## src/hw/rtl/rc_packet_arm_and_stick_decoder_macros.svh

```systemverilog
// Assertion helpers for the decoder RTL.
`ifndef RC_PACKET_ARM_AND_STICK_DECODER_MACROS_SVH
`define RC_PACKET_ARM_AND_STICK_DECODER_MACROS_SVH

// antecedent implies consequent in the same cycle
`define RCPAD_ASSERT_SAME(lbl, clk, rst_n, a, c, msg) \
	lbl: assert property (@(posedge clk) disable iff (!rst_n) (a) |-> (c)) else $error(msg);

// antecedent implies consequent in the next cycle
`define RCPAD_ASSERT_NEXT(lbl, clk, rst_n, a, c, msg) \
	lbl: assert property (@(posedge clk) disable iff (!rst_n) (a) |=> (c)) else $error(msg);

`endif

```

## src/hw/rtl/rcpad_pkg.sv

```systemverilog
package rcpad_pkg;

	localparam int KEY_MAX          = 24;
	localparam int TRACKED_KEYS_DEF = 12;
	localparam int CLICK_W          = 12;
	localparam int CNT_W            = 16;
	localparam int QDEPTH           = 2;

	localparam logic [7:0]  HDR_OK        = 8'hAA;
	localparam logic [7:0]  STICK_CENTER  = 8'd127;
	localparam logic [10:0] THR_BASE      = 11'd1000;
	localparam logic [7:0]  ARM_THR_LIMIT = 8'd5;
	localparam logic [4:0]  TILT_SPAN     = 5'd30;
	localparam logic [4:0]  YAW_SPAN      = 5'd10;

	// x/127 == (x*8257) >> 20 for 0 <= x < 4096
	localparam logic [13:0] RECIP_127   = 14'd8257;
	localparam int          RECIP_SHIFT = 20;

	localparam logic [23:0] STOP_MASK_RST  = 24'd1;
	localparam logic [23:0] START_MASK_RST = 24'd2;

	typedef enum logic {
		REG_STOP_MASK  = 1'b0,
		REG_START_MASK = 1'b1
	} reg_idx_t;

	typedef struct packed {
		logic               hdr_ok;
		logic               stop_hit;
		logic               start_hit;
		logic               thr_low;
		logic [KEY_MAX-1:0] keys;
		logic [10:0]        throttle;
		logic signed [5:0]  pitch;
		logic signed [5:0]  roll;
		logic signed [4:0]  yaw;
	} item_t;

	// trunc((b-127)*span/127)
	function automatic logic signed [5:0] stick_scale(input logic [7:0] b,
			input logic [4:0] span);
		logic        neg;
		logic [7:0]  mag;
		logic [12:0] prod;
		logic [26:0] mul;
		logic [4:0]  q;
		neg  = (b < STICK_CENTER);
		mag  = neg ? (STICK_CENTER - b) : (b - STICK_CENTER);
		prod = 13'(mag) * 13'(span);
		mul  = 27'(prod) * 27'(RECIP_127);
		q    = 5'(mul >> RECIP_SHIFT);
		return neg ? -$signed({1'b0, q}) : $signed({1'b0, q});
	endfunction

endpackage

```

## src/hw/rtl/rcpad_front.sv

```systemverilog
module rcpad_front import rcpad_pkg::*; (
	input  logic        clk,
	input  logic        arst_n,
	input  logic        psel,
	input  logic        penable,
	input  logic        pwrite,
	input  logic [2:0]  paddr,
	input  logic [31:0] pwdata,
	output logic [31:0] prdata,
	input  logic [7:0]  header_byte,
	input  logic [23:0] key_word,
	input  logic [7:0]  throttle_byte,
	input  logic [7:0]  pitch_byte,
	input  logic [7:0]  roll_byte,
	input  logic [7:0]  yaw_byte,
	output item_t       item
);

	logic [23:0] stop_mask_q;
	logic [23:0] start_mask_q;
	reg_idx_t    idx;
	logic        wr_en;

	assign idx   = reg_idx_t'(paddr[2]);
	assign wr_en = psel && penable && pwrite;

	always_ff @(posedge clk or negedge arst_n) begin
		if (!arst_n) begin
			stop_mask_q  <= STOP_MASK_RST;
			start_mask_q <= START_MASK_RST;
		end else if (wr_en) begin
			unique case (idx)
				REG_STOP_MASK:  stop_mask_q  <= pwdata[23:0];
				REG_START_MASK: start_mask_q <= pwdata[23:0];
				default: ;
			endcase
		end
	end

	always_comb begin
		unique case (idx)
			REG_STOP_MASK:  prdata = {8'd0, stop_mask_q};
			REG_START_MASK: prdata = {8'd0, start_mask_q};
			default:        prdata = '0;
		endcase
	end

	always_comb begin
		item.hdr_ok    = (header_byte == HDR_OK);
		item.stop_hit  = |(key_word & stop_mask_q);
		item.start_hit = |(key_word & start_mask_q);
		item.thr_low   = (throttle_byte < ARM_THR_LIMIT);
		item.keys      = key_word;
		item.throttle  = THR_BASE + {3'b0, throttle_byte} + {2'b0, throttle_byte, 1'b0};
		item.pitch     = stick_scale(pitch_byte, TILT_SPAN);
		item.roll      = stick_scale(roll_byte, TILT_SPAN);
		item.yaw       = 5'(stick_scale(yaw_byte, YAW_SPAN));
	end

endmodule

```

## src/hw/rtl/rcpad_fifo.sv

```systemverilog
module rcpad_fifo import rcpad_pkg::*; (
	input  logic  clk,
	input  logic  arst_n,
	input  logic  push,
	input  item_t push_item,
	output logic  full,
	input  logic  pop,
	output logic  valid,
	output item_t pop_item
);

	localparam int PTR_W = (QDEPTH > 1) ? $clog2(QDEPTH) : 1;
	localparam int CNT_QW = $clog2(QDEPTH + 1);

	item_t             mem_q [QDEPTH];
	logic [PTR_W-1:0]  wptr_q;
	logic [PTR_W-1:0]  rptr_q;
	logic [CNT_QW-1:0] count_q;

	assign full     = (count_q == CNT_QW'(QDEPTH));
	assign valid    = (count_q != '0);
	assign pop_item = mem_q[rptr_q];

	always_ff @(posedge clk) begin
		if (push)
			mem_q[wptr_q] <= push_item;
	end

	always_ff @(posedge clk or negedge arst_n) begin
		if (!arst_n) begin
			wptr_q  <= '0;
			rptr_q  <= '0;
			count_q <= '0;
		end else begin
			if (push)
				wptr_q <= (wptr_q == PTR_W'(QDEPTH - 1)) ? '0 : wptr_q + 1'b1;
			if (pop)
				rptr_q <= (rptr_q == PTR_W'(QDEPTH - 1)) ? '0 : rptr_q + 1'b1;
			if (push && !pop)
				count_q <= count_q + 1'b1;
			else if (pop && !push)
				count_q <= count_q - 1'b1;
		end
	end

endmodule

```

## src/hw/rtl/rcpad_back.sv

```systemverilog
`include "rc_packet_arm_and_stick_decoder_macros.svh"

module rcpad_back import rcpad_pkg::*; #(
	parameter int TRACKED_KEYS = TRACKED_KEYS_DEF
) (
	input  logic              clk,
	input  logic              arst_n,
	input  logic              q_valid,
	input  item_t             q_item,
	output logic              q_pop,
	output logic              out_valid,
	input  logic              out_stall,
	output logic              accepted,
	output logic              armed,
	output logic [10:0]       throttle_command,
	output logic signed [5:0] pitch_target,
	output logic signed [5:0] roll_target,
	output logic signed [4:0] yaw_target,
	output logic [11:0]       click_flags
);

	logic                    armed_q;
	logic [10:0]             thr_q;
	logic signed [5:0]       pitch_q;
	logic signed [5:0]       roll_q;
	logic signed [4:0]       yaw_q;
	logic [CNT_W-1:0]        cnt_q [TRACKED_KEYS];
	logic [TRACKED_KEYS-1:0] click_q;

	logic                    armed_mid;
	logic                    armed_n;
	logic [10:0]             thr_n;
	logic signed [5:0]       pitch_n;
	logic signed [5:0]       roll_n;
	logic signed [4:0]       yaw_n;
	logic [CNT_W-1:0]        cnt_n [TRACKED_KEYS];
	logic [TRACKED_KEYS-1:0] click_n;
	logic [KEY_MAX-1:0]      click_pad;
	logic                    apply;

	logic                    out_valid_q;
	logic                    acc_q;
	logic                    arm_out_q;
	logic [10:0]             thr_out_q;
	logic signed [5:0]       pitch_out_q;
	logic signed [5:0]       roll_out_q;
	logic signed [4:0]       yaw_out_q;
	logic [11:0]             click_out_q;

	assign q_pop = q_valid && (!out_valid_q || !out_stall);
	assign apply = q_pop && q_item.hdr_ok;

	always_comb begin
		armed_mid = armed_q && !q_item.stop_hit;
		for (int i = 0; i < TRACKED_KEYS; i++) begin
			if (q_item.keys[i]) begin
				click_n[i] = (cnt_q[i] == '0);
				cnt_n[i]   = (cnt_q[i] == '1) ? cnt_q[i] : cnt_q[i] + 1'b1;
			end else begin
				click_n[i] = 1'b0;
				cnt_n[i]   = '0;
			end
		end
		if (armed_mid) begin
			thr_n   = q_item.throttle;
			pitch_n = q_item.pitch;
			roll_n  = q_item.roll;
			yaw_n   = q_item.yaw;
		end else begin
			thr_n   = THR_BASE;
			pitch_n = '0;
			roll_n  = '0;
			yaw_n   = '0;
		end
		armed_n = armed_mid || (q_item.start_hit && q_item.thr_low);
		click_pad = '0;
		click_pad[TRACKED_KEYS-1:0] = apply ? click_n : click_q;
	end

	always_ff @(posedge clk or negedge arst_n) begin
		if (!arst_n) begin
			armed_q <= 1'b0;
			thr_q   <= THR_BASE;
			pitch_q <= '0;
			roll_q  <= '0;
			yaw_q   <= '0;
			click_q <= '0;
			for (int i = 0; i < TRACKED_KEYS; i++)
				cnt_q[i] <= '0;
		end else if (apply) begin
			armed_q <= armed_n;
			thr_q   <= thr_n;
			pitch_q <= pitch_n;
			roll_q  <= roll_n;
			yaw_q   <= yaw_n;
			click_q <= click_n;
			for (int i = 0; i < TRACKED_KEYS; i++)
				cnt_q[i] <= cnt_n[i];
		end
	end

	always_ff @(posedge clk or negedge arst_n) begin
		if (!arst_n)
			out_valid_q <= 1'b0;
		else if (q_pop)
			out_valid_q <= 1'b1;
		else if (!out_stall)
			out_valid_q <= 1'b0;
	end

	always_ff @(posedge clk) begin
		if (q_pop) begin
			acc_q       <= q_item.hdr_ok;
			arm_out_q   <= q_item.hdr_ok ? armed_n : armed_q;
			thr_out_q   <= q_item.hdr_ok ? thr_n : thr_q;
			pitch_out_q <= q_item.hdr_ok ? pitch_n : pitch_q;
			roll_out_q  <= q_item.hdr_ok ? roll_n : roll_q;
			yaw_out_q   <= q_item.hdr_ok ? yaw_n : yaw_q;
			click_out_q <= click_pad[CLICK_W-1:0];
		end
	end

	assign out_valid        = out_valid_q;
	assign accepted         = acc_q;
	assign armed            = arm_out_q;
	assign throttle_command = thr_out_q;
	assign pitch_target     = pitch_out_q;
	assign roll_target      = roll_out_q;
	assign yaw_target       = yaw_out_q;
	assign click_flags      = click_out_q;

	// live commands only leave an armed block
	`RCPAD_ASSERT_SAME(a_cmd_needs_arm, clk, arst_n, out_valid_q && (thr_out_q != THR_BASE), arm_out_q, "throttle command active while disarmed")
	// a rejected request reports the armed state unchanged
	`RCPAD_ASSERT_SAME(a_reject_holds, clk, arst_n, out_valid_q && !acc_q, arm_out_q == armed_q, "rejected request changed armed state")
	// arming needs an applied request with start keys and low throttle
	`RCPAD_ASSERT_NEXT(a_arm_cause, clk, arst_n, !armed_q && !(apply && q_item.start_hit && q_item.thr_low), !armed_q, "armed without start condition")

endmodule

```

## src/hw/rtl/rc_packet_arm_and_stick_decoder.sv

```systemverilog
// Radio-control packet decoder: one request per packet, one result per request, one request
// per cycle sustained while out_stall is low. A request enters the front stage (header check,
// key masks, stick scaling), waits in a two-entry queue, and is applied to the arm state and
// per-key press counters in the back stage, whose result register feeds out_valid. out_valid
// rises when the back stage pops the request into that result register, a pop that out_stall
// can hold off. in_stall rises only when the queue is full, which happens when out_stall holds
// a waiting result. Requests with a header other than 0xAA return the held commands with
// accepted low. Write the masks over the APB port only while no request is in flight.
module rc_packet_arm_and_stick_decoder import rcpad_pkg::*; #(
	parameter int TRACKED_KEYS = TRACKED_KEYS_DEF
) (
	input  logic              clk,
	input  logic              arst_n,
	input  logic              psel,
	input  logic              penable,
	input  logic              pwrite,
	input  logic [2:0]        paddr,
	input  logic [31:0]       pwdata,
	output logic [31:0]       prdata,
	output logic              pready,
	input  logic              in_valid,
	output logic              in_stall,
	input  logic [7:0]        header_byte,
	input  logic [23:0]       key_word,
	input  logic [7:0]        throttle_byte,
	input  logic [7:0]        pitch_byte,
	input  logic [7:0]        roll_byte,
	input  logic [7:0]        yaw_byte,
	output logic              out_valid,
	input  logic              out_stall,
	output logic              accepted,
	output logic              armed,
	output logic [10:0]       throttle_command,
	output logic signed [5:0] pitch_target,
	output logic signed [5:0] roll_target,
	output logic signed [4:0] yaw_target,
	output logic [11:0]       click_flags
);

	item_t front_item;
	item_t q_item;
	logic  q_full;
	logic  q_valid;
	logic  q_pop;
	logic  push;

	assign pready   = 1'b1;
	assign in_stall = q_full;
	assign push     = in_valid && !q_full;

	rcpad_front u_front (
		.clk           (clk),
		.arst_n        (arst_n),
		.psel          (psel),
		.penable       (penable),
		.pwrite        (pwrite),
		.paddr         (paddr),
		.pwdata        (pwdata),
		.prdata        (prdata),
		.header_byte   (header_byte),
		.key_word      (key_word),
		.throttle_byte (throttle_byte),
		.pitch_byte    (pitch_byte),
		.roll_byte     (roll_byte),
		.yaw_byte      (yaw_byte),
		.item          (front_item)
	);

	rcpad_fifo u_fifo (
		.clk       (clk),
		.arst_n    (arst_n),
		.push      (push),
		.push_item (front_item),
		.full      (q_full),
		.pop       (q_pop),
		.valid     (q_valid),
		.pop_item  (q_item)
	);

	rcpad_back #(
		.TRACKED_KEYS (TRACKED_KEYS)
	) u_back (
		.clk              (clk),
		.arst_n           (arst_n),
		.q_valid          (q_valid),
		.q_item           (q_item),
		.q_pop            (q_pop),
		.out_valid        (out_valid),
		.out_stall        (out_stall),
		.accepted         (accepted),
		.armed            (armed),
		.throttle_command (throttle_command),
		.pitch_target     (pitch_target),
		.roll_target      (roll_target),
		.yaw_target       (yaw_target),
		.click_flags      (click_flags)
	);

endmodule
```

## config.mk

```make
export PLATFORM = sky130hd
export DESIGN_NAME = rc_packet_arm_and_stick_decoder
export DESIGN_NICKNAME = d
export VERILOG_FILES = /design/src/hw/rtl/rcpad_pkg.sv /design/src/hw/rtl/rcpad_front.sv /design/src/hw/rtl/rcpad_fifo.sv /design/src/hw/rtl/rcpad_back.sv /design/src/hw/rtl/rc_packet_arm_and_stick_decoder.sv
export VERILOG_INCLUDE_DIRS = /design/src /design/src/hw/rtl
export SDC_FILE = /design/constraint.sdc
export NUM_CORES = 1
export LEC_CHECK = 0
export ABC_AREA = 1
export ABC_CLOCK_PERIOD_IN_PS = 3600
export BUFFER_PORTS_ARGS = -buffer_cell sky130_fd_sc_hd__buf_4
export CORE_ASPECT_RATIO = 1.2
export CORE_MARGIN = 2
export CORE_UTILIZATION = 50
export DETAILED_ROUTE_END_ITERATION = 10
export PLACE_DENSITY = 0.68
export SETUP_SLACK_MARGIN = 0.02
export SLEW_MARGIN = 15
export SYNTH_ARGS = -nofsm -noshare
export SYNTH_HDL_FRONTEND = slang
export SYNTH_SLANG_ARGS = --single-unit
```

## constraint.sdc

```tcl
create_clock -name clk -period 3.6 [get_ports clk]
set_clock_uncertainty 0.1 [all_clocks]
set_input_delay 0.54 -clock clk [delete_from_list [all_inputs] [get_ports clk]]
set_output_delay 0.54 -clock clk [all_outputs]
set_load 0.03 [all_outputs]
```

==> flow_metrics.tcl, run 1 <==
set metrics [dict create \
    status "finished with violations" \
    violations "negative setup slack" \
    fin_area_sq_um 32700 \
    synth-warning-count 0 \
    grt_pass1_wl_mm 105 \
    route.detailed.wl_per_inst_um 15.4 \
    netlist.area_leader.share 0.273 \
    dpl-instance-area_sq_um 29400 \
    final-setup-viol-count 34 \
    relSlewSlack 0.483 \
    grt_overflow 0 \
    clk_transition_reported_paths_ps 70 \
    numClockSinks 416 \
    crit_top_cell "sky130_fd_sc_hd__nand2_1" \
    worst_skew_pair.late_latency_ps 570 \
    setup.worst_path.end_class "flop" \
    first_pass_iters 5 \
    drive_gt1_frac 0.255 \
    worst_slack_ps -2270 \
    netlist_top_cells_area "sky130_fd_sc_hd__dfrtp_1 27%, sky130_fd_sc_hd__edfxtp_1 15%, sky130_fd_sc_hd__nand2_1 9.6%" \
    hp-class "input port to flop" \
    dpl.hpwl_mm 45.8 \
    rsz0062_at_grt "yes" \
    worst_r2r_startpoint "u_back.cnt_q[128]" \
    clockRootBuffer "sky130_fd_sc_hd__clkbuf_16" \
    ff2ff_setup_slack_ps 710 \
    timing.critical_path.to "u_fifo.mem_q[0][15]" \
    grt_antenna_before_repair 0 \
    cts_inserted_buffers 42 \
    pleak_nw 15.0 \
    worst_r2r_path_depth 12 \
    gpl.final_weighted_congestion 0.898 \
    nets 3820 \
    io_pins 183 \
    worst_slew_pin_slew_ps 766 \
    largest_net_degree_at_the_start_of_global_routing 76 \
    hold_viol 0 \
    vias 22300 \
    power_density_nw_per_um2 930 \
    timing.setup.tns_ps -62220 \
    synth_seq_area_share 0.435 \
    ant_nets 0 \
    die_area_sq_um 52700 \
    synth.largest_area_cell "sky130_fd_sc_hd__dfrtp_1" \
    floorplan.die.width_um 210 \
    cp_slowest_stage_delay_ps 540 \
    initial_utilization 0.506 \
    max-vdd-ir-drop_mv 0.913 \
    post-place-ws_ps -3040 \
    gr-usage-all-layers 0.239 \
    period_needed_ps 5870 \
    synth_edf_count 130 \
    maxClockFrequency_mhz 170 \
    clk_path_buf_depth 3 \
    worst-endpoint-required_ps 3820 \
    placement.io_buffers 163 \
    clock_tree_from_tritoncts "done" \
    h-tree-depth 2 \
    yosys_register_bits 416 \
    path_class "input port to flop" \
    synth_area_sq_um 25500 \
    r2r-end "u_back.cnt_q[140]" \
    vias_in_the_first_global_route 22200 \
    report.final.slew_viol_count 0 \
    syn2layout_area_growth_pct 28.6 \
    crit_slowest_cell "sky130_fd_sc_hd__fa_1" \
    final_routed_drc_violation_total 0 \
    fp.dieH_um 251 \
    arrival_time_worst_endpoint_ps 6090 \
    synthesis.instances 3053 \
    placement_rows 90 \
    post_drt_via_cell_ratio 5.34 \
    place_inst 4006 \
    postSynth.topFlopCell "sky130_fd_sc_hd__dfrtp_1" \
    async_reset_ff_frac 0.688 \
    core_region_area_sq_um 50300 \
    crit_fanout 4 \
    finalNonFillerCells 4175 \
    element_type_at_the_critical_path_start "input port" \
    setup.worst_path.start "pitch_byte[1]" \
    synth.avg_cell_area_sq_um 8.34 \
    drtIter0Drc 1342 \
    total_wire_length_mm 64.2 \
    antenna_diode_count 0 \
    report.power.total_mw 30.4 \
    final_min_period_over_clock_period 1.63 \
    number_of_max_cap_violations 0 \
    synth_cell_types 72 \
]
worst max-delay path, delay by kind of cell:
kind	cells	cell delay, ps
buffers and inverters	10	660
AOI/OAI and AO/OA	3	520
adders and majority gates	8	2560
and+or+nand+nor	14	1340
xor gates and xnor gates	2	430
how the worst min path moves through the flow:
stage,to,from,cells past startpoint,slack [ps]
floorplan,u_back.armed_q,arst_n,0,140
global placement,u_back.click_q[3],u_back.click_q[3],2,360
detailed placement,u_back.click_q[5],u_back.click_q[5],2,360
CTS,u_fifo.mem_q[0][33],key_word[5],1,50
global route,u_fifo.mem_q[1][17],throttle_byte[0],1,60
finish,u_fifo.mem_q[0][17],throttle_byte[0],1,80
stage by stage:
step                hold slack [ps]   util
finish                         78.3  0.650
global route                   60.3  0.650
CTS                            51.1  0.635
detailed placement              364  0.585
global placement                360  0.585
floorplan                       144      -
cell type report:
cell class              instances  area [sq um]
clock buffers                  56          1150
clock inverters                22           238
fillers                      4085         17600
inverters                     491          1860
multi-input cells            2091         14100
flip-flops and latches        416         11100
well taps                     644           806
repair buffers                455          3550
cell usage in the layout (no fill, tap or decap), types with 68 or more instances in the layout:
cell type / Yosys / routed
sky130_fd_sc_hd__o21ai_0: 235 / 223
sky130_fd_sc_hd__dfrtp_1: 278 / 277
sky130_fd_sc_hd__inv_1: 479 / 439
sky130_fd_sc_hd__a21oi_1: 169 / 144
sky130_fd_sc_hd__ha_1: 192 / 119
sky130_fd_sc_hd__buf_4: 9 / 433
sky130_fd_sc_hd__nand2_2: 13 / 72
sky130_fd_sc_hd__nor3_1: 79 / 71
sky130_fd_sc_hd__nor2_1: 199 / 176
sky130_fd_sc_hd__nand2_1: 649 / 576
sky130_fd_sc_hd__edfxtp_1: 130 / 130
sky130_fd_sc_hd__ha_4: 0 / 68
sky130_fd_sc_hd__nand3_1: 139 / 119
Yosys cell counts (6+ instances only):
master,instances
sky130_fd_sc_hd__edfxtp_1,130
sky130_fd_sc_hd__nor2_2,9
sky130_fd_sc_hd__buf_4,9
sky130_fd_sc_hd__o41ai_1,9
sky130_fd_sc_hd__nor4_1,41
sky130_fd_sc_hd__xnor2_1,13
sky130_fd_sc_hd__buf_1,6
sky130_fd_sc_hd__inv_1,479
sky130_fd_sc_hd__nor3_2,11
sky130_fd_sc_hd__nor3b_1,8
sky130_fd_sc_hd__o31ai_1,8
sky130_fd_sc_hd__ha_1,192
sky130_fd_sc_hd__nand2_1,649
sky130_fd_sc_hd__o21ai_2,8
sky130_fd_sc_hd__o22ai_1,8
sky130_fd_sc_hd__nor3_1,79
sky130_fd_sc_hd__dfrtp_1,278
sky130_fd_sc_hd__or2_1,6
sky130_fd_sc_hd__fa_1,25
sky130_fd_sc_hd__nand3_1,139
sky130_fd_sc_hd__xor2_1,55
sky130_fd_sc_hd__o21ai_0,235
sky130_fd_sc_hd__buf_2,8
sky130_fd_sc_hd__inv_2,8
sky130_fd_sc_hd__a211oi_1,9
sky130_fd_sc_hd__clkbuf_1,35
sky130_fd_sc_hd__o21a_1,16
sky130_fd_sc_hd__o21bai_1,13
sky130_fd_sc_hd__a221oi_1,10
sky130_fd_sc_hd__nand4_1,64
sky130_fd_sc_hd__a21oi_1,169
sky130_fd_sc_hd__a22o_1,13
sky130_fd_sc_hd__or2_2,7
sky130_fd_sc_hd__nand2_2,13
sky130_fd_sc_hd__nor2_1,199
sky130_fd_sc_hd__a31oi_1,12
sky130_fd_sc_hd__dfstp_2,8
sequential cells by signal, indices dropped and copies added, names as in the netlist, 2 cells and up:
signal and count:
u_back.roll_target 6, u_back.click_flags 12, u_front.stop_mask_q 24, u_front.start_mask_q 24, u_back.yaw_target 5, u_back.throttle_command 11, u_back.cnt_q 192, u_back.click_q 12
u_fifo.count_q 2, u_back.thr_q 11, u_back.yaw_q 5, u_back.pitch_q 6, u_fifo.mem_q 88, u_back.pitch_target 6, u_back.roll_q 6
logic make-up (layout without fill, tap and decap cells):
logic type               Yosys count  after routing  synth area share
AO/OA/AOI/OAI                    540            540             0.121
adder cells (fa/ha/maj)          217            217             0.114
buffers and inverters            553           1024            0.0849
other                              2              9          0.000295
flip-flops                       416            416             0.435
multiplexers                       1              1          0.000393
AND/OR/NAND/NOR                 1256           1256             0.221
XOR/XNOR                          68             68            0.0234
repair_timing:
| action | 4_1_cts | 5_1_grt |
|---|---|---|
| hold buffers | 1 | 0 |
| pin swaps | 124 | 108 |
| gates resized for setup | 135 | 127 |
| endpoints found under the setup margin | 34 | 34 |
| endpoints found under the hold margin | 66 | 0 |
| setup buffers | 64 | 30 |
power by group:
| group | internal, mW | total, mW | switching, mW | leakage, nW |
|---|---|---|---|---|
| logic | 8.35 | 19.0 | 10.6 | 9.25 |
| clock network | 2.57 | 4.42 | 1.85 | 0.684 |
| registers | 6.49 | 7.08 | 0.591 | 5.07 |
| total | 17.4 | 30.4 | 13.0 | 15.0 |
per-layer routing:
metal  GRT usage  vias to the layer above  routed length [um]
met5           0                        -                   0
met4      0.0849                        0                2170
met3      0.0344                      149                2570
met2       0.427                      496               32600
met1       0.296                    10600               26900
li1            -                    11000                   -
Note: power is estimated with default switching activity, not from simulation.
==> inputs of run 2 (changes only) <==
PLACE_DENSITY = 0.78   (was 0.68)
==> flow_metrics.tcl, run 2 (synthesis results as in run 1) <==
set metrics [dict create \
    vias 22500 \
    cell_int_power_mw 17.7 \
    hold_viol 0 \
    h-tree-depth 2 \
    initial_utilization 0.506 \
    largest_registers_ranked_by_flip_flop_count "u_back.cnt_q: 192 flops, u_fifo.mem_q: 88 flops" \
    mostFrequentLayoutCell "sky130_fd_sc_hd__nand2_1" \
    placement.io_buffers 163 \
    first_pass_iters 5 \
    die_area_sq_um 52700 \
    timing.critical_path.max_delay_family "adder cells" \
    pleak_nw 14.9 \
    clockRootBuffer "sky130_fd_sc_hd__clkbuf_16" \
    largest_net_degree_at_the_start_of_global_routing 103 \
    grt_pass1_wl_mm 103 \
    total_wire_length_mm 65.4 \
    cts_inserted_buffers 42 \
    gpl.final_weighted_congestion 0.890 \
    number_of_max_cap_violations 0 \
    violations "negative setup slack" \
    finalNonFillerCells 4163 \
    final_routed_drc_violation_total 0 \
    clkPwrFrac 0.138 \
    crit_top_cell "sky130_fd_sc_hd__ha_4" \
    route.detailed.wl_per_inst_um 15.7 \
    core_region_area_sq_um 50300 \
    status "finished with violations" \
    top_register "u_back.cnt_q" \
    placement_rows 90 \
    worst_hold_slack_ps 97.8 \
    worst_slew_pin_slew_ps 812 \
    clk_path_buf_depth 3 \
    floorplan.die.width_um 210 \
    cp_slowest_stage_delay_ps 560 \
    reg_power_frac 0.228 \
    numClockSinks 416 \
    grt_antenna_before_repair 0 \
    report.power.total_mw 31.4 \
    gr-usage-all-layers 0.235 \
    drive_gt1_frac 0.260 \
    power.combinational.fraction 0.635 \
    ant_nets 0 \
    fp.dieH_um 251 \
    final_min_period_over_clock_period 1.70 \
    clk_transition_reported_paths_ps 60 \
    drtIter0Drc 1717 \
    worst-endpoint-required_ps 3800 \
    antenna_diode_count 0 \
    crit_slowest_cell "sky130_fd_sc_hd__fa_1" \
    syn2layout_area_growth_pct 29.2 \
    final-setup-viol-count 34 \
    rsz0062_at_grt "yes" \
    period_needed_ps 6110 \
    critical_path_buf_inv_count 10 \
    maxClockFrequency_mhz 164 \
    grt_overflow 0 \
    netSwitchingFraction 0.438 \
    post_drt_via_cell_ratio 5.42 \
    element_type_at_the_critical_path_start "input port" \
    setup.worst_path.end_class "flop" \
    power_density_nw_per_um2 956 \
    number_of_flip_flops_under_the_largest_register_name 192 \
    dpl.hpwl_mm 44.2 \
    relSlewSlack 0.459 \
    place_inst 4018 \
    crit_fanout 4 \
    worst_slack_ps -2510 \
    io_pins 183 \
    nets 3809 \
    final_cell_mix "567 x sky130_fd_sc_hd__nand2_1, 433 x sky130_fd_sc_hd__inv_1, 418 x sky130_fd_sc_hd__buf_4, 277 x sky130_fd_sc_hd__dfrtp_1, 224 x sky130_fd_sc_hd__o21ai_0" \
    finish.utilization 0.653 \
    clock_tree_from_tritoncts "done" \
    net_switching_power_figure_mw 13.8 \
    max-vdd-ir-drop_mv 0.749 \
    report.final.slew_viol_count 0 \
    worst_skew_pair.late_latency_ps 560 \
    arrival_time_worst_endpoint_ps 6300 \
    vias_in_the_first_global_route 22100 \
    hp-class "input port to flop" \
    path_class "input port to flop" \
]
run 2: changes by cell type in the layout (fill, tap and decap cells not counted), moves of 3 or more:
cell                         delta
sky130_fd_sc_hd__buf_4         -15
sky130_fd_sc_hd__nor2_4         +3
sky130_fd_sc_hd__nand2_2        +6
sky130_fd_sc_hd__ha_1          -13
sky130_fd_sc_hd__buf_12         +3
sky130_fd_sc_hd__nor2_2         -4
sky130_fd_sc_hd__inv_2          +7
sky130_fd_sc_hd__clkinvlp_4     +3
sky130_fd_sc_hd__nand2_1        -9
sky130_fd_sc_hd__nand3_2        -4
sky130_fd_sc_hd__inv_1          -6
sky130_fd_sc_hd__nand2_4        +3
sky130_fd_sc_hd__ha_4          +12
run 2: layer usage:
metal	up-vias	track usage	wire length, um
met2	657	0.424	33300
met5	-	0	0
met3	211	0.0296	3030
li1	11000	-	-
met1	10700	0.283	26200
met4	0	0.0995	2910
run 2: final cells by class:
cell class              instances  area (sq um)
inverters                     491          1860
clock inverters                24           238
fillers                      3809         17500
clock buffers                  53          1110
well taps                     644           806
multi-input cells            2091         14300
repair buffers                444          3500
flip-flops and latches        416         11100
run 2: stage by stage:
stage	setup WS [ps]	instance area (sq um)	setup TNS (ps)
after detailed placement	-3050	29600	-86050
after floorplan	-2540	26100	-67900
after global routing	-2790	32900	-74550
after global placement	-2900	29600	-83080
after CTS	-2160	32000	-59030
final	-2510	32900	-65470
run 2: worst paths after layout:
check | start | slack, ps | endpoint | cells after the start
worst max-delay path | pitch_byte[1] | -2510 | u_fifo.mem_q[0][15] | 37
worst min-delay path | key_word[2] | 100 | u_fifo.mem_q[1][30] | 1
worst max register to register | u_fifo.rptr_q | 630 | u_back.cnt_q[133] | 9
worst min register to register | u_back.click_q[4] | 380 | u_back.click_q[4] | 2
max in group asynchronous | arst_n | 2050 | u_front.stop_mask_q[19] | 3
min in group asynchronous | arst_n | 530 | u_back.cnt_q[11] | 2
run 2: timing repair:
| action | CTS | global route |
|---|---|---|
| hold buffers | 1 | 0 |
| resized for setup | 158 | 140 |
| hold endpoints to repair | 83 | 0 |
| pin swaps | 147 | 96 |
| setup endpoints to repair | 34 | 34 |
| setup buffers | 44 | 28 |
| gates cloned | 0 | 0 |
run 2: power by group through the flow:
stage	clock network, mW	registers (mW)	logic (mW)
after floorplan	0	7.49	8.97
after CTS	4.41	7.15	16.8
final	4.32	7.16	20.0
after global placement	0	7.19	14.2
after detailed placement	0	7.22	14.5
after global routing	4.58	7.27	21.6
run 2: worst register-to-register path: stages, from the launching register on:
cell	delay [ps]
sky130_fd_sc_hd__dfrtp_2	570
sky130_fd_sc_hd__inv_4	220
sky130_fd_sc_hd__or2_2	150
sky130_fd_sc_hd__o21ai_2	120
sky130_fd_sc_hd__inv_1	310
sky130_fd_sc_hd__nand4_1	160
sky130_fd_sc_hd__o21ai_2	520
sky130_fd_sc_hd__inv_1	360
sky130_fd_sc_hd__o21ai_0	230
sky130_fd_sc_hd__o21a_1	170
==> inputs of run 3 (changes only) <==
CELL_PAD_IN_SITES_DETAIL_PLACEMENT = 0   (was default)
CELL_PAD_IN_SITES_GLOBAL_PLACEMENT = 1   (was default)
CORE_MARGIN = default   (was 2)
CORE_UTILIZATION = 45   (was 50)
PLACE_DENSITY = 0.89   (was 0.78)
==> flow_metrics.tcl, run 3 (synthesis results as in run 1) <==
set metrics [dict create \
    status "finished with violations" \
    violations "negative setup slack" \
    hold_viol 0 \
    crit_top_cell "sky130_fd_sc_hd__ha_4" \
    rsz0062_at_grt "yes" \
    final_routed_drc_violation_total 0 \
    syn2layout_area_growth_pct 29.7 \
    grt_pass1_wl_mm 108 \
    worst-path-stages 36 \
    setup.worst_path.end_class "flop" \
    placement_rows 95 \
    io_pins 183 \
    report.power.total_mw 30.8 \
    gr-usage-all-layers 0.227 \
    top_register "u_back.cnt_q" \
    maxClockFrequency_mhz 170 \
    largest_net_degree_at_the_start_of_global_routing 96 \
    element_type_at_the_critical_path_start "input port" \
    worst_slew_pin_slew_ps 997 \
    h-tree-depth 2 \
    report.final.slew_viol_count 0 \
    clock_tree_from_tritoncts "done" \
    crit_slowest_cell "sky130_fd_sc_hd__fa_1" \
    numClockSinks 416 \
    die_area_sq_um 57500 \
    power_density_nw_per_um2 935 \
    floorplan.die.width_um 219 \
    clockRootBuffer "sky130_fd_sc_hd__clkbuf_16" \
    fp.dieH_um 263 \
    worst_skew_pair.late_latency_ps 580 \
    gpl.final_weighted_congestion 0.899 \
    total_wire_length_mm 66.3 \
    clk_transition_reported_paths_ps 60 \
    place_inst 4097 \
    grt_antenna_before_repair 0 \
    critical_path_buf_inv_count 6 \
    dpl.hpwl_mm 46.9 \
    hp-class "input port to flop" \
    largest_registers_ranked_by_flip_flop_count "u_back.cnt_q: 192 flops, u_fifo.mem_q: 88 flops" \
    min_delay_path_depth 1 \
    cts_inserted_buffers 46 \
    final-setup-viol-count 34 \
    arrival_time_worst_endpoint_ps 6110 \
    first_pass_iters 5 \
    period_needed_ps 5890 \
    worst_r2r_path_depth 12 \
    post_drt_via_cell_ratio 5.27 \
    nets 3808 \
    pleak_nw 15.0 \
    ant_nets 0 \
    fillCellCount 4718 \
    timing.critical_path.max_delay_family "adder cells" \
    mostFrequentLayoutCell "sky130_fd_sc_hd__nand2_1" \
    initial_utilization 0.455 \
    grt_overflow 0 \
    clk_path_buf_depth 3 \
    number_of_max_cap_violations 0 \
    placement.io_buffers 163 \
    crit_fanout 5 \
    drtIter0Drc 1412 \
    drive_gt1_frac 0.253 \
    finalNonFillerCells 4249 \
    final_cell_mix "588 x sky130_fd_sc_hd__nand2_1, 440 x sky130_fd_sc_hd__inv_1, 416 x sky130_fd_sc_hd__buf_4, 277 x sky130_fd_sc_hd__dfrtp_1, 223 x sky130_fd_sc_hd__o21ai_0" \
    route.detailed.wl_per_inst_um 15.6 \
    worst-endpoint-required_ps 3820 \
    number_of_flip_flops_under_the_largest_register_name 192 \
    vias 22400 \
    path_class "input port to flop" \
    relSlewSlack 0.329 \
    vias_in_the_first_global_route 22400 \
    core_region_area_sq_um 56000 \
    final_min_period_over_clock_period 1.64 \
    max-vdd-ir-drop_mv 0.669 \
    worst_slack_ps -2290 \
    antenna_diode_count 0 \
    cp_slowest_stage_delay_ps 560 \
]
-- run 3: cell count changes in the layout (fill, tap and decap cells not counted), sizes merged --
cell / before / now
inv: 491 / 492
bufinv: 3 / 4
clkinv: 17 / 19
buf: 443 / 438
clkbuf: 53 / 59
clkinvlp: 4 / 2
-- run 3: layout make-up --
class                   count  area, sq um  area share
clock buffers              59         1250      0.0380
clock inverters            26          251     0.00762
inverters                 491         1860      0.0563
multi-input cells        2091        14200       0.431
flip-flops and latches    416        11100       0.336
well taps                 727          910      0.0276
repair buffers            439         3440       0.104
-- run 3: routing by layer --
layer  up-vias  routed length, um  global-route usage
met3       113               2680              0.0293
met4         0               1750              0.0702
li1      11000                  -                   -
met2       437              34000               0.403
met1     10900              27900               0.284
met5         -                  0                   0
-- run 3: what timing repair did --
| item | 4_1_cts | 5_1_grt |
|---|---|---|
| gates resized for setup | 150 | 105 |
| hold buffers | 1 | 0 |
| pin swaps | 134 | 118 |
| buffers inserted | 47 | 19 |
| endpoints found under the hold margin | 60 | 0 |
| setup endpoints to repair | 34 | 34 |
-- run 3: through the flow --
| stage | hold WS (ps) | utilization | area (sq um) | setup slack, ps | TNS (ps) |
|---|---|---|---|---|---|
| 6_report | 74.6 | 0.589 | 33000 | -2290 | -61200 |
| 5_1_grt | 56.8 | 0.589 | 33000 | -2570 | -71070 |
| 4_1_cts | 44.8 | 0.576 | 32300 | -2080 | -58820 |
| 3_5_place_dp | 363 | 0.529 | 29600 | -3030 | -89080 |
| 3_3_place_gp | 360 | 0.529 | 29600 | -2900 | -83800 |
| 2_1_floorplan | 144 | - | 26100 | -2540 | -67900 |
-- run 3: worst paths after layout --
check,startpoint,end,slack [ps]
min in group asynchronous,arst_n,u_back.cnt_q[73],430
min,key_word[6],u_fifo.mem_q[1][34],70
min reg2reg,u_back.click_q[3],u_back.click_q[3],380
max reg2reg,u_back.cnt_q[128],u_back.cnt_q[140],750
max in group asynchronous,arst_n,u_front.stop_mask_q[10],2020
max,pitch_byte[0],u_fifo.mem_q[1][15],-2290
-- run 3: power by group --
group / internal, mW / switching [mW] / leakage [nW]
logic: 8.46 / 10.5 / 9.15
clock network: 2.76 / 1.95 / 0.741
registers: 6.49 / 0.631 / 5.07
total: 17.7 / 13.1 / 15.0
